==> src/rtl/pbo_pkg.sv <==
// Package for the periodic bond orientation block: payload structs, the job
// record that moves down the angle pipeline, widths, register indexes and the
// CORDIC arctangent table. No dependencies.
`default_nettype none

package pbo_pkg;

    // Field and datapath widths
    localparam int POS_W       = 32;   // Q15.16 coordinate
    localparam int DIFF_W      = 33;   // raw bond difference
    localparam int FOLD_W      = 34;   // d, d+L, d-L and their magnitudes
    localparam int CW          = 44;   // CORDIC x/y word, holds gain and sign
    localparam int ZW          = 33;   // Q30 angle accumulator, signed
    localparam int ANGLE_W     = 18;   // Q2.16 result angle
    localparam int BEADS_W     = 13;
    localparam int BOX_W       = 31;
    localparam int BEAD_IDX_W  = 12;
    localparam int CFG_IDX_W   = 2;
    localparam int CFG_DATA_W  = 32;

    // Normalization brings the larger component into [2^40, 2^41)
    localparam int NORM_MSB         = 40;
    localparam int NORM_STAGES      = 6;
    localparam int NORM_FIRST_SHIFT = 32;

    // Filament length limits
    localparam logic [BEADS_W-1:0] BEADS_MIN = 13'd2;
    localparam logic [BEADS_W-1:0] BEADS_MAX = 13'd4096;

    // Configuration register indexes
    localparam logic [CFG_IDX_W-1:0] CFG_BEADS = 2'd0;
    localparam logic [CFG_IDX_W-1:0] CFG_BOX_X = 2'd1;
    localparam logic [CFG_IDX_W-1:0] CFG_BOX_Y = 2'd2;

    // Angle constants
    localparam logic [ZW-1:0]      HALF_PI_Q30 = 33'd1686629713;
    localparam logic [ANGLE_W-1:0] PI_Q16      = 18'd205887;
    localparam int                 Q_SHIFT     = 14;      // Q30 to Q16
    localparam logic [ZW-1:0]      ROUND_HALF  = 33'd8192;

    // atan(2^-i) in Q30, rounded to nearest
    localparam int ATAN_W     = 30;
    localparam int ATAN_DEPTH = 24;
    localparam logic [ATAN_W-1:0] ATAN_Q30 [ATAN_DEPTH] = '{
        30'd843314857, 30'd497837829, 30'd263043837, 30'd133525159,
        30'd67021687,  30'd33543516,  30'd16775851,  30'd8388437,
        30'd4194283,   30'd2097149,   30'd1048576,   30'd524288,
        30'd262144,    30'd131072,    30'd65536,     30'd32768,
        30'd16384,     30'd8192,      30'd4096,      30'd2048,
        30'd1024,      30'd512,       30'd256,       30'd128
    };

    typedef struct packed {
        logic signed [POS_W-1:0] pos_x;
        logic signed [POS_W-1:0] pos_y;
    } t_in;

    typedef struct packed {
        logic [ANGLE_W-1:0] angle;
        logic               filament_end;
        logic               last;
    } t_out;

    typedef struct packed {
        logic filament_end;
        logic last;
    } t_tag;

    // One angle computation in flight
    typedef struct packed {
        logic                special;     // dy == 0: angle fixed, CORDIC ignored
        logic                special_pi;  // fixed angle is pi
        logic signed [CW-1:0] x;
        logic signed [CW-1:0] y;
        logic signed [ZW-1:0] z;
        t_tag                tag;
    } t_job;

endpackage

`default_nettype wire

==> src/rtl/pbo_front.sv <==
// Front end: configuration registers, bead history, bond differences,
// minimum-image folding and quadrant mapping into a CORDIC job.
// Depends on pbo_pkg.
`default_nettype none

module pbo_front (
    input  logic                            i_clk,
    input  logic                            i_rst_n,
    input  logic                            i_cfg_valid,
    input  logic [pbo_pkg::CFG_IDX_W-1:0]   i_cfg_index,
    input  logic [pbo_pkg::CFG_DATA_W-1:0]  i_cfg_data,
    input  logic                            i_in_valid,
    input  pbo_pkg::t_in                    i_in_data,
    output logic                            o_in_ready,
    input  logic                            i_en,
    output logic                            o_valid,
    output pbo_pkg::t_job                   o_job
);
    import pbo_pkg::*;

    // magnitude of a folded candidate
    function automatic logic [FOLD_W-1:0] mag(input logic signed [FOLD_W-1:0] v);
        mag = v[FOLD_W-1] ? FOLD_W'(-v) : v;
    endfunction

    // minimum image: smallest magnitude of d, d+L, d-L; a tie goes to the later one
    function automatic logic signed [FOLD_W-1:0] pick(
        input logic signed [FOLD_W-1:0] d,
        input logic signed [FOLD_W-1:0] d1,
        input logic signed [FOLD_W-1:0] d2,
        input logic [FOLD_W-1:0]        a,
        input logic [FOLD_W-1:0]        a1,
        input logic [FOLD_W-1:0]        a2
    );
        if (a < a1 && a < a2) begin
            pick = d;
        end else if (a1 < a2) begin
            pick = d1;
        end else begin
            pick = d2;
        end
    endfunction

    // configuration and bead history
    logic [BEADS_W-1:0]       r_beads;
    logic [BOX_W-1:0]         r_box_x;
    logic [BOX_W-1:0]         r_box_y;
    logic signed [POS_W-1:0]  r_prev_x [2];
    logic signed [POS_W-1:0]  r_prev_y [2];
    logic [BEAD_IDX_W-1:0]    r_bead;

    // second job of a last bead, queued at the transfer and issued once the pipeline is enabled
    logic                     r_pend_valid;
    logic signed [DIFF_W-1:0] r_pend_dx;
    logic signed [DIFF_W-1:0] r_pend_dy;

    // pipeline stages
    logic                     r1_valid, r2_valid, r3_valid, r4_valid, r5_valid;
    t_tag                     r1_tag, r2_tag, r3_tag, r4_tag;
    logic signed [DIFF_W-1:0] r1_dx, r1_dy;
    logic signed [FOLD_W-1:0] r2_dx [3];
    logic signed [FOLD_W-1:0] r2_dy [3];
    logic signed [FOLD_W-1:0] r3_dx [3];
    logic signed [FOLD_W-1:0] r3_dy [3];
    logic [FOLD_W-1:0]        r3_ax [3];
    logic [FOLD_W-1:0]        r3_ay [3];
    logic signed [FOLD_W-1:0] r4_fx, r4_fy;
    t_job                     r5_job;

    logic signed [POS_W-1:0]  w_pos_x, w_pos_y;
    logic [BEADS_W-1:0]       w_eff;
    logic [BEADS_W-1:0]       w_last_idx;
    logic                     w_is_last;
    logic                     w_first;
    logic                     w_accept;
    logic signed [DIFF_W-1:0] w_d0_x, w_d0_y, w_d1_x, w_d1_y;

    logic                     n1_valid;
    t_tag                     n1_tag;
    logic signed [DIFF_W-1:0] n1_dx, n1_dy;
    logic signed [FOLD_W-1:0] w_negx, w_negy;
    logic                     w_fx_pos, w_fy_pos;
    t_job                     n5_job;

    assign w_pos_x    = i_in_data.pos_x;
    assign w_pos_y    = i_in_data.pos_y;
    assign o_in_ready = i_en & ~r_pend_valid;
    assign w_accept   = i_in_valid & o_in_ready;

    // effective filament length and position of this bead
    assign w_eff      = (r_beads < BEADS_MIN) ? BEADS_MIN :
                        (r_beads > BEADS_MAX) ? BEADS_MAX : r_beads;
    assign w_last_idx = w_eff - BEADS_W'(1);
    assign w_is_last  = {1'b0, r_bead} >= w_last_idx;
    assign w_first    = (r_bead == '0);

    // backward difference to the newest and to the second newest bead
    assign w_d0_x = DIFF_W'(w_pos_x) - DIFF_W'(r_prev_x[0]);
    assign w_d0_y = DIFF_W'(w_pos_y) - DIFF_W'(r_prev_y[0]);
    assign w_d1_x = DIFF_W'(w_pos_x) - DIFF_W'(r_prev_x[1]);
    assign w_d1_y = DIFF_W'(w_pos_y) - DIFF_W'(r_prev_y[1]);

    // job entering the pipeline this cycle
    always_comb begin
        n1_valid = 1'b0;
        n1_tag   = '{filament_end: 1'b0, last: 1'b1};
        n1_dx    = w_d1_x;
        n1_dy    = w_d1_y;
        if (r_pend_valid) begin
            n1_valid = 1'b1;
            n1_tag   = '{filament_end: 1'b1, last: 1'b1};
            n1_dx    = r_pend_dx;
            n1_dy    = r_pend_dy;
        end else if (w_accept && !w_first) begin
            n1_valid = 1'b1;
            n1_tag   = '{filament_end: 1'b0, last: ~w_is_last};
            if (r_bead == BEAD_IDX_W'(1)) begin
                n1_dx = w_d0_x;
                n1_dy = w_d0_y;
            end
        end
    end

    // configuration writes
    always_ff @(posedge i_clk) begin
        if (!i_rst_n) begin
            r_beads <= BEADS_MIN;
            r_box_x <= BOX_W'(65536);
            r_box_y <= BOX_W'(65536);
        end else if (i_cfg_valid) begin
            unique case (i_cfg_index)
                CFG_BEADS: r_beads <= i_cfg_data[BEADS_W-1:0];
                CFG_BOX_X: r_box_x <= i_cfg_data[BOX_W-1:0];
                CFG_BOX_Y: r_box_y <= i_cfg_data[BOX_W-1:0];
                default:   ;
            endcase
        end
    end

    // bead history, counter and pending second job
    always_ff @(posedge i_clk) begin
        if (!i_rst_n) begin
            r_prev_x[0]  <= '0;
            r_prev_x[1]  <= '0;
            r_prev_y[0]  <= '0;
            r_prev_y[1]  <= '0;
            r_bead       <= '0;
            r_pend_valid <= 1'b0;
        end else if (i_en) begin
            if (r_pend_valid) begin
                r_pend_valid <= 1'b0;
            end else if (w_accept) begin
                r_prev_x[1] <= r_prev_x[0];
                r_prev_y[1] <= r_prev_y[0];
                r_prev_x[0] <= w_pos_x;
                r_prev_y[0] <= w_pos_y;
                if (w_first) begin
                    r_bead <= BEAD_IDX_W'(1);
                end else if (w_is_last) begin
                    r_bead       <= '0;
                    r_pend_valid <= 1'b1;
                end else begin
                    r_bead <= r_bead + BEAD_IDX_W'(1);
                end
            end
        end
    end

    always_ff @(posedge i_clk) begin
        if (i_en && !r_pend_valid) begin
            r_pend_dx <= w_d0_x;
            r_pend_dy <= w_d0_y;
        end
    end

    // stage valids
    always_ff @(posedge i_clk) begin
        if (!i_rst_n) begin
            r1_valid <= 1'b0;
            r2_valid <= 1'b0;
            r3_valid <= 1'b0;
            r4_valid <= 1'b0;
            r5_valid <= 1'b0;
        end else if (i_en) begin
            r1_valid <= n1_valid;
            r2_valid <= r1_valid;
            r3_valid <= r2_valid;
            r4_valid <= r3_valid;
            r5_valid <= r4_valid;
        end
    end

    // quadrant map: both components made non-negative, a quarter turn in z for the rotated cases
    assign w_negx   = -r4_fx;
    assign w_negy   = -r4_fy;
    assign w_fx_pos = ~r4_fx[FOLD_W-1] && (r4_fx != '0);
    assign w_fy_pos = ~r4_fy[FOLD_W-1] && (r4_fy != '0);

    always_comb begin
        n5_job            = '0;
        n5_job.tag        = r4_tag;
        n5_job.special    = (r4_fy == '0);
        n5_job.special_pi = r4_fx[FOLD_W-1];
        if (w_fy_pos) begin
            if (r4_fx[FOLD_W-1]) begin
                n5_job.x = CW'(r4_fy);
                n5_job.y = CW'(w_negx);
                n5_job.z = HALF_PI_Q30;
            end else begin
                n5_job.x = CW'(r4_fx);
                n5_job.y = CW'(r4_fy);
            end
        end else begin
            if (w_fx_pos) begin
                n5_job.x = CW'(w_negy);
                n5_job.y = CW'(r4_fx);
                n5_job.z = HALF_PI_Q30;
            end else begin
                n5_job.x = CW'(w_negx);
                n5_job.y = CW'(w_negy);
            end
        end
    end

    // datapath: difference, image candidates, magnitudes, pick, map
    always_ff @(posedge i_clk) begin
        if (i_en) begin
            r1_dx  <= n1_dx;
            r1_dy  <= n1_dy;
            r1_tag <= n1_tag;

            r2_dx[0] <= FOLD_W'(r1_dx);
            r2_dx[1] <= FOLD_W'(r1_dx) + FOLD_W'(r_box_x);
            r2_dx[2] <= FOLD_W'(r1_dx) - FOLD_W'(r_box_x);
            r2_dy[0] <= FOLD_W'(r1_dy);
            r2_dy[1] <= FOLD_W'(r1_dy) + FOLD_W'(r_box_y);
            r2_dy[2] <= FOLD_W'(r1_dy) - FOLD_W'(r_box_y);
            r2_tag   <= r1_tag;

            for (int k = 0; k < 3; k++) begin
                r3_dx[k] <= r2_dx[k];
                r3_dy[k] <= r2_dy[k];
                r3_ax[k] <= mag(r2_dx[k]);
                r3_ay[k] <= mag(r2_dy[k]);
            end
            r3_tag <= r2_tag;

            r4_fx  <= pick(r3_dx[0], r3_dx[1], r3_dx[2], r3_ax[0], r3_ax[1], r3_ax[2]);
            r4_fy  <= pick(r3_dy[0], r3_dy[1], r3_dy[2], r3_ay[0], r3_ay[1], r3_ay[2]);
            r4_tag <= r3_tag;

            r5_job <= n5_job;
        end
    end

    assign o_valid = r5_valid;
    assign o_job   = r5_job;

`ifndef SYNTHESIS
    a_last_bead_pends: assert property (@(posedge i_clk) disable iff (!i_rst_n)
        (w_accept && !w_first && w_is_last) |=> (r_pend_valid && r_bead == '0))
        else $error("last bead did not queue its second job");
    a_pend_one_cycle: assert property (@(posedge i_clk) disable iff (!i_rst_n)
        (r_pend_valid && i_en) |=> !r_pend_valid)
        else $error("second job issued more than once");
`endif

endmodule

`default_nettype wire

==> config.mk <==
export PLATFORM = sky130hd
export DESIGN_NAME = pbo_front
export DESIGN_NICKNAME = d
export VERILOG_FILES = /design/src/rtl/pbo_pkg.sv /design/src/rtl/pbo_front.sv
export SDC_FILE = /design/constraint.sdc
export NUM_CORES = 2
export LEC_CHECK = 0
export BUFFER_PORTS_ARGS = -buffer_cell sky130_fd_sc_hd__buf_2
export CAP_MARGIN = 30
export CORE_AREA = 4 4 489 297
export CTS_CLUSTER_DIAMETER = 40
export DETAILED_ROUTE_END_ITERATION = 6
export DIE_AREA = 0 0 493 301
export PLACE_DENSITY = 0.68
export SLEW_MARGIN = 20
export SYNTH_ARGS = -nofsm -noshare
export SYNTH_HDL_FRONTEND = slang
export SYNTH_SLANG_ARGS = --single-unit
==> constraint.sdc <==
create_clock -name i_clk -period 11.6 [get_ports i_clk]
set_input_delay 2.32 -clock i_clk [delete_from_list [all_inputs] [get_ports i_clk]]
set_output_delay 2.32 -clock i_clk [all_outputs]
set_load 0.02 [all_outputs]
# Word-level counts from Yosys, hierarchy flattened
# Memories as Yosys holds them, arrays and structs flattened.
# Index checks and enable logic that the tools add are counted.
[totals]
elab_cells = 141
ff_bits = 426
in_bits = 103
ramBits = 740
n_memories = 8
[op_classes]
bitwise = 11
reduce_logical = 18
addsub = 18
magnitude_cmp = 9
muxes = 43
eq_ne = 3
[memory_table]
columns = ["memory", "words", "width", "read_ports", "rd_clocked_by_memory_dff", "wr", "line_no", "source"]
rows = [
  ["r2_dx", 3, 34, 3, 0, 3, "pbo_front.sv:61", "logic signed [FOLD_W-1:0] r2_dx [3];"],
  ["r2_dy", 3, 34, 3, 0, 3, "pbo_front.sv:62", "logic signed [FOLD_W-1:0] r2_dy [3];"],
  ["r3_ax", 3, 34, 3, 0, 3, "pbo_front.sv:65", "logic [FOLD_W-1:0] r3_ax [3];"],
  ["r3_ay", 3, 34, 3, 0, 3, "pbo_front.sv:66", "logic [FOLD_W-1:0] r3_ay [3];"],
  ["r3_dx", 3, 34, 3, 0, 3, "pbo_front.sv:63", "logic signed [FOLD_W-1:0] r3_dx [3];"],
  ["r3_dy", 3, 34, 3, 0, 3, "pbo_front.sv:64", "logic signed [FOLD_W-1:0] r3_dy [3];"],
  ["+2 memories", "--", "--", "--", "--", "--", "--", ""],
]
[ops]
columns = ["cell", "n"]
rows = [
  ["two-way mux 34 bit", 10],
  ["negation 34 bit", 8],
  ["less-than comparator 34 bit", 6],
  ["two-way mux 33 bit", 6],
  ["two-way mux 88 bit", 2],
  ["subtractor 32 x 32 -> 33 bit", 4],
  ["two-way mux 32 bit", 4],
  ["two-way mux 121 bit", 1],
  ["adder 33 x 32 -> 34 bit", 2],
  ["nonzero test 34 bit", 2],
  ["subtractor 33 x 32 -> 34 bit", 2],
  ["two-way mux 31 bit", 2],
  ["zero test 34 bit", 1],
  ["two-way mux 13 bit", 2],
  ["two-way mux 12 bit", 2],
  ["two-way mux 1 bit", 14],
  ["greater-or-equal comparator 12 x 13 -> 1 bit", 1],
  ["> comparator 13 bit, second input constant", 1],
  ["less-than comparator 13 x 2 -> 1 bit, second input constant", 1],
  ["subtractor 13 x 1 -> 13 bit, second input constant", 1],
  ["adder 12 x 1 -> 12 bit, second input constant", 1],
  ["== test 12 x 1 -> 1 bit, second input constant", 1],
  ["zero test 12 bit", 1],
  ["logical AND 1 bit", 6],
  ["10 further kinds", 21],
]

# Longest topological paths before layout
[logic_depth]
word_depth = 9
depth_mapped = 18
mapped_depth_nobuf = 17

# Least setup slack after synthesis
# No wires, ideal clock.
[synth_path]
path_type = "input -> register"
start = "in i_en"
end = "reg r_bead[4]"
t_arrival_ns = 9.725
slack_ns = 1.750
path_stages = 9
required_time_ns = 11.476
cell_sequence = "clkbuf_1 -> nor2b_1 -> nand2_1 -> and2_1 -> clkbuf_1 -> inv_1 -> o21ai_0 -> nand2_1 -> o41ai_1"
[synth_via]
elab_chain_len = 3
[synth_rtl]
columns = ["item", "line_no", "source"]
rows = [
  ["start, declared", "pbo_front.sv:15", "input logic i_en,"],
  ["AND 1 bit", "pbo_front.sv:87", "assign o_in_ready = i_en & ~r_pend_valid;"],
  ["via o_in_ready", "pbo_front.sv:14", "output logic o_in_ready,"],
  ["AND 1 bit", "pbo_front.sv:88", "assign w_accept = i_in_valid & o_in_ready;"],
  ["AND reduction 3 bit (no source line)", "--", ""],
  ["end signal, assigned", "pbo_front.sv:163", "r_bead <= r_bead + BEAD_IDX_W'(1);"],
  ["end, declared", "pbo_front.sv:50", "logic [BEAD_IDX_W-1:0] r_bead;"],
]
# The timed path passes the listed nets, and every way through them passes these cells.
# A chain may end at the register's enable or synchronous reset.

# Final worst setup path
[layout_path]
start = "in i_en"
end = "out o_in_ready"
[layout_via]
elab_chain_len = 1
[layout_rtl]
columns = ["item", "line_no"]
rows = [
  ["AND 1 bit", "pbo_front.sv:87"],
  ["end, declared", "pbo_front.sv:14"],
]
# Every way passes these cells.

==> results.py <==
metrics = {
    "outcome": {
        "status": "complete, no violations",
    },
    "synthesis": {
        "synth_cells": 5719,
        "yosysTopAreaCell": "edfxtp_1",
        "synth_warnings": 0,
        "synth_edf_count": 1007,
        "yosysSeqAreaShare_pct": 51.0,
        "async_reset_ff_share_pct": 0,
        "ys_types": 88,
        "synth_top_area_share_pct": 48.0,
        "netlist_area_mm2": 0.0630,
        "ys_top_cells_by_area": "edfxtp_1 (48%), ha_1 (9.4%), xnor2_1 (5.0%)",
        "syn_area_per_cell_um2": 11.0,
        "ys_seq_elements": 1100,
        "synth_ff_type": "edfxtp_1",
    },
    "detailed_routing": {
        "ant_nets": 0,
        "drcViolationCount": 0,
        "vias": 45100,
        "drt_wl_total_um": 178000,
        "wl_per_cell_um": 22.5,
        "first_pass_iters": 5,
        "vias_per_cell": 5.71,
        "drtIter0Drc": 5338,
    },
    "power": {
        "powerDensity_mw_per_mm2": 179,
        "power_leakage_nw": 26.9,
        "irDropWorstVdd_mv": 0.136,
    },
    "timing": {
        "rsz0062_at_grt": "false",
        "final.setup_skew_ns": 0.0342,
        "max_slew_margin_pct": 31.7,
        "fin_crit_ns": 6.20,
        "setup_violations": 0,
        "achievable-frequency_mhz": 161,
        "final-hold-violation-count": 0,
        "fin_crit_sh_pct": 53.4,
        "worstMarginPinSlew_ns": 1.02,
        "drv_slew": 0,
        "fin_setup_tns_ns": 0,
    },
    "clock_network": {
        "cts_max_level": 4,
        "clkLatencyLatePin_ns": 0.75,
        "cts_sinks": 1100,
        "ctsLongestPathBuffers": 3,
        "ctsResizeCount": 0,
        "root_buffer": "clkbuf_16",
        "cts_tree": "yes",
        "postCtsSetupRepairBufs": 0,
        "hold_buffers": 0,
        "path_clk_slew_ns": 0.05,
        "cts_made_buffers": 133,
    },
    "setup_path": {
        "critical_path.max_stage_delay_ns": 0.45,
        "path_max_fanout": 51,
        "cp.arrival_ns": 3.88,
        "cp.required_ns": 9.28,
        "worst-path-buf-inv": 3,
        "cp_top_family": "buffers and inverters",
        "cpMaxStageDelayCell": "nor2b_4",
        "crit_chain": "buf_8 -> nor2b_4 -> buf_4 -> buf_2",
        "start_kind": "input port",
        "end_kind": "output pin",
        "critical_path_class": "in -> out",
    },
    "place": {
        "place_area_mm2": 0.0659,
        "port_buffers": 211,
        "detailed_place_hpwl_um": 137000,
        "place.gp.congestion": 0.947,
    },
    "global_route": {
        "antenna_found_initial": 23,
        "overflow": 0,
        "grt_usage_pct": 23.5,
        "grt_pass1_vias": 41100,
        "grt_start_max_net_pins": 190,
        "grt_pass1_wl_um": 264000,
    },
    "hold_path": {
        "holdCritPathClass": "reg -> reg",
    },
    "cells_and_area": {
        "stdcell_area_mm2": 0.0704,
        "n_fill_cell": 12500,
        "area_delta_synth_final_pct": 11.7,
        "final_layout_size_suffix_gt1_share_pct": 11.3,
        "final_nets": 6471,
    },
    "die": {
        "core_mm2": 0.141,
        "pin_count": 230,
        "rows": 107,
        "die_h_um": 301,
        "dieArea_mm2": 0.148,
        "dieWidth_um": 493,
        "start_util_pct": 44.6,
    },
    "job": {
        "drv_cap": 0,
    },
}
-- routing by layer --
layer,global-route usage [%],up-vias,wire [µm]
met1,39.6,21600,89400
met3,5.26,184,20200
met4,5.06,2,2740
li1,-,21200,-
met5,0,-,17
met2,29.7,2117,65600
-- kinds of logic (layout without fill, tap and decap cells) --
family / after synthesis / after routing / share of synthesized area, %
compound gates: 1363 / 1363 / 14.1
flops: 1100 / 1100 / 51.0
simple gates: 1471 / 1471 / 11.8
mux: 156 / 156 / 2.75
xor+xnor: 450 / 450 / 6.26
other cells: 1 / 27 / 0.00595
fa+ha+maj: 482 / 482 / 9.67
buf+inv: 696 / 948 / 4.47
-- area by class of cell --
class | count | area, µm² | share of cell area (%)
Tap cell | 1907 | 2390 | 3.39
Timing Repair Buffer | 258 | 1510 | 2.14
Clock buffer | 154 | 3570 | 5.07
Multi-Input combinational cell | 3941 | 28200 | 40.1
Sequential cell | 1100 | 32100 | 45.6
Antenna cell | 8 | 20.0 | 0.0285
Clock inverter | 84 | 876 | 1.24
Inverter | 452 | 1700 | 2.41
-- sequential cells by signal (all words and copies together) (netlist names), 31 cells and up --
| register | flops |
|---|---|
| o_job | 73 |
| r1_dx | 33 |
| r1_dy | 33 |
| r2_dx | 100 |
| r2_dy | 100 |
| r3_ax | 101 |
| r3_ay | 101 |
| r3_dx | 98 |
| r3_dy | 98 |
| r4_fx | 34 |
| r4_fy | 34 |
| r_box_x | 31 |
| r_box_y | 31 |
| r_pend_dx | 33 |
| r_pend_dy | 33 |
| r_prev_x | 64 |
| r_prev_y | 64 |
-- layout by cell type, fill, tap and decap left out, types with 28 or more instances in the layout --
cell       count
nor2_1       283
nor4_1        31
a21boi_0      84
nand4_1       48
a21oi_1      328
o211ai_1      28
o21ai_0      297
or3_1         78
ha_1         474
a21o_1       131
a31oi_1       39
mux2_2       137
buf_4         41
or4_1         33
nor3_1        98
a221o_1       29
nand3_1       65
nand2b_1      83
xor2_1        88
o21bai_1      35
dfxtp_1       92
clkbuf_16    140
o31ai_1       71
inv_1        449
o21a_1        45
edfxtp_1    1007
buf_2        210
xnor2_1      362
a22oi_1       37
nand2_1      433
nor2b_1       52
a211oi_1      52
and2_1       149
-- metrics by stage --
| step | worst slack [ns] | std cells | power [mW] | hold WS, ns | util (%) |
|---|---|---|---|---|---|
| global placement | 5.24 | 7653 | 8.32 | 0.408 | 46.6 |
| detailed placement | 5.40 | 7656 | 8.40 | 0.406 | 46.7 |
| floorplan | 1.75 | 5737 | 7.31 | 0.400 | - |
| global route | 5.33 | 7898 | 13.2 | 0.427 | 49.9 |
| CTS | 5.39 | 7894 | 12.6 | 0.414 | 49.8 |
| finish | 5.40 | 7904 | 12.6 | 0.415 | 49.9 |
-- cell usage after synthesis, types with 29 or more instances --
| library cell | instances |
|---|---|
| nand2b_1 | 83 |
| xor2_1 | 88 |
| clkbuf_1 | 183 |
| nor2b_1 | 53 |
| a21boi_0 | 84 |
| nand2_1 | 433 |
| a22oi_1 | 37 |
| o21bai_1 | 35 |
| a21oi_1 | 329 |
| or3_1 | 78 |
| o21ai_0 | 297 |
| inv_1 | 450 |
| o21a_1 | 45 |
| nand4_1 | 48 |
| dfxtp_1 | 93 |
| ha_1 | 474 |
| edfxtp_1 | 1007 |
| buf_4 | 52 |
| a31oi_1 | 40 |
| nor3_1 | 98 |
| and2_1 | 149 |
| a211oi_1 | 52 |
| a221o_1 | 29 |
| mux2_2 | 137 |
| or4_1 | 33 |
| nor4_1 | 31 |
| nor2_1 | 285 |
| xnor2_1 | 362 |
| nand3_1 | 65 |
| o31ai_1 | 71 |
| a21o_1 | 131 |
-- worst paths after layout --
kind | start | endpoint | slack [ns] | cells past startpoint
min reg2reg | r3_tag[1] | n5_job[1] | 0.42 | 0
max | i_en | o_in_ready | 5.40 | 4
max reg2reg | r4_fx[0] | o_job[51] | 6.10 | 11
min | r3_tag[1] | n5_job[1] | 0.42 | 0
-- power breakdown --
part           internal (mW)  switching (mW)
registers               5.06           0.539
logic                   1.12            1.69
clock network           2.47            1.75
total                   8.65            3.98
(Power assumes the default switching activity.)
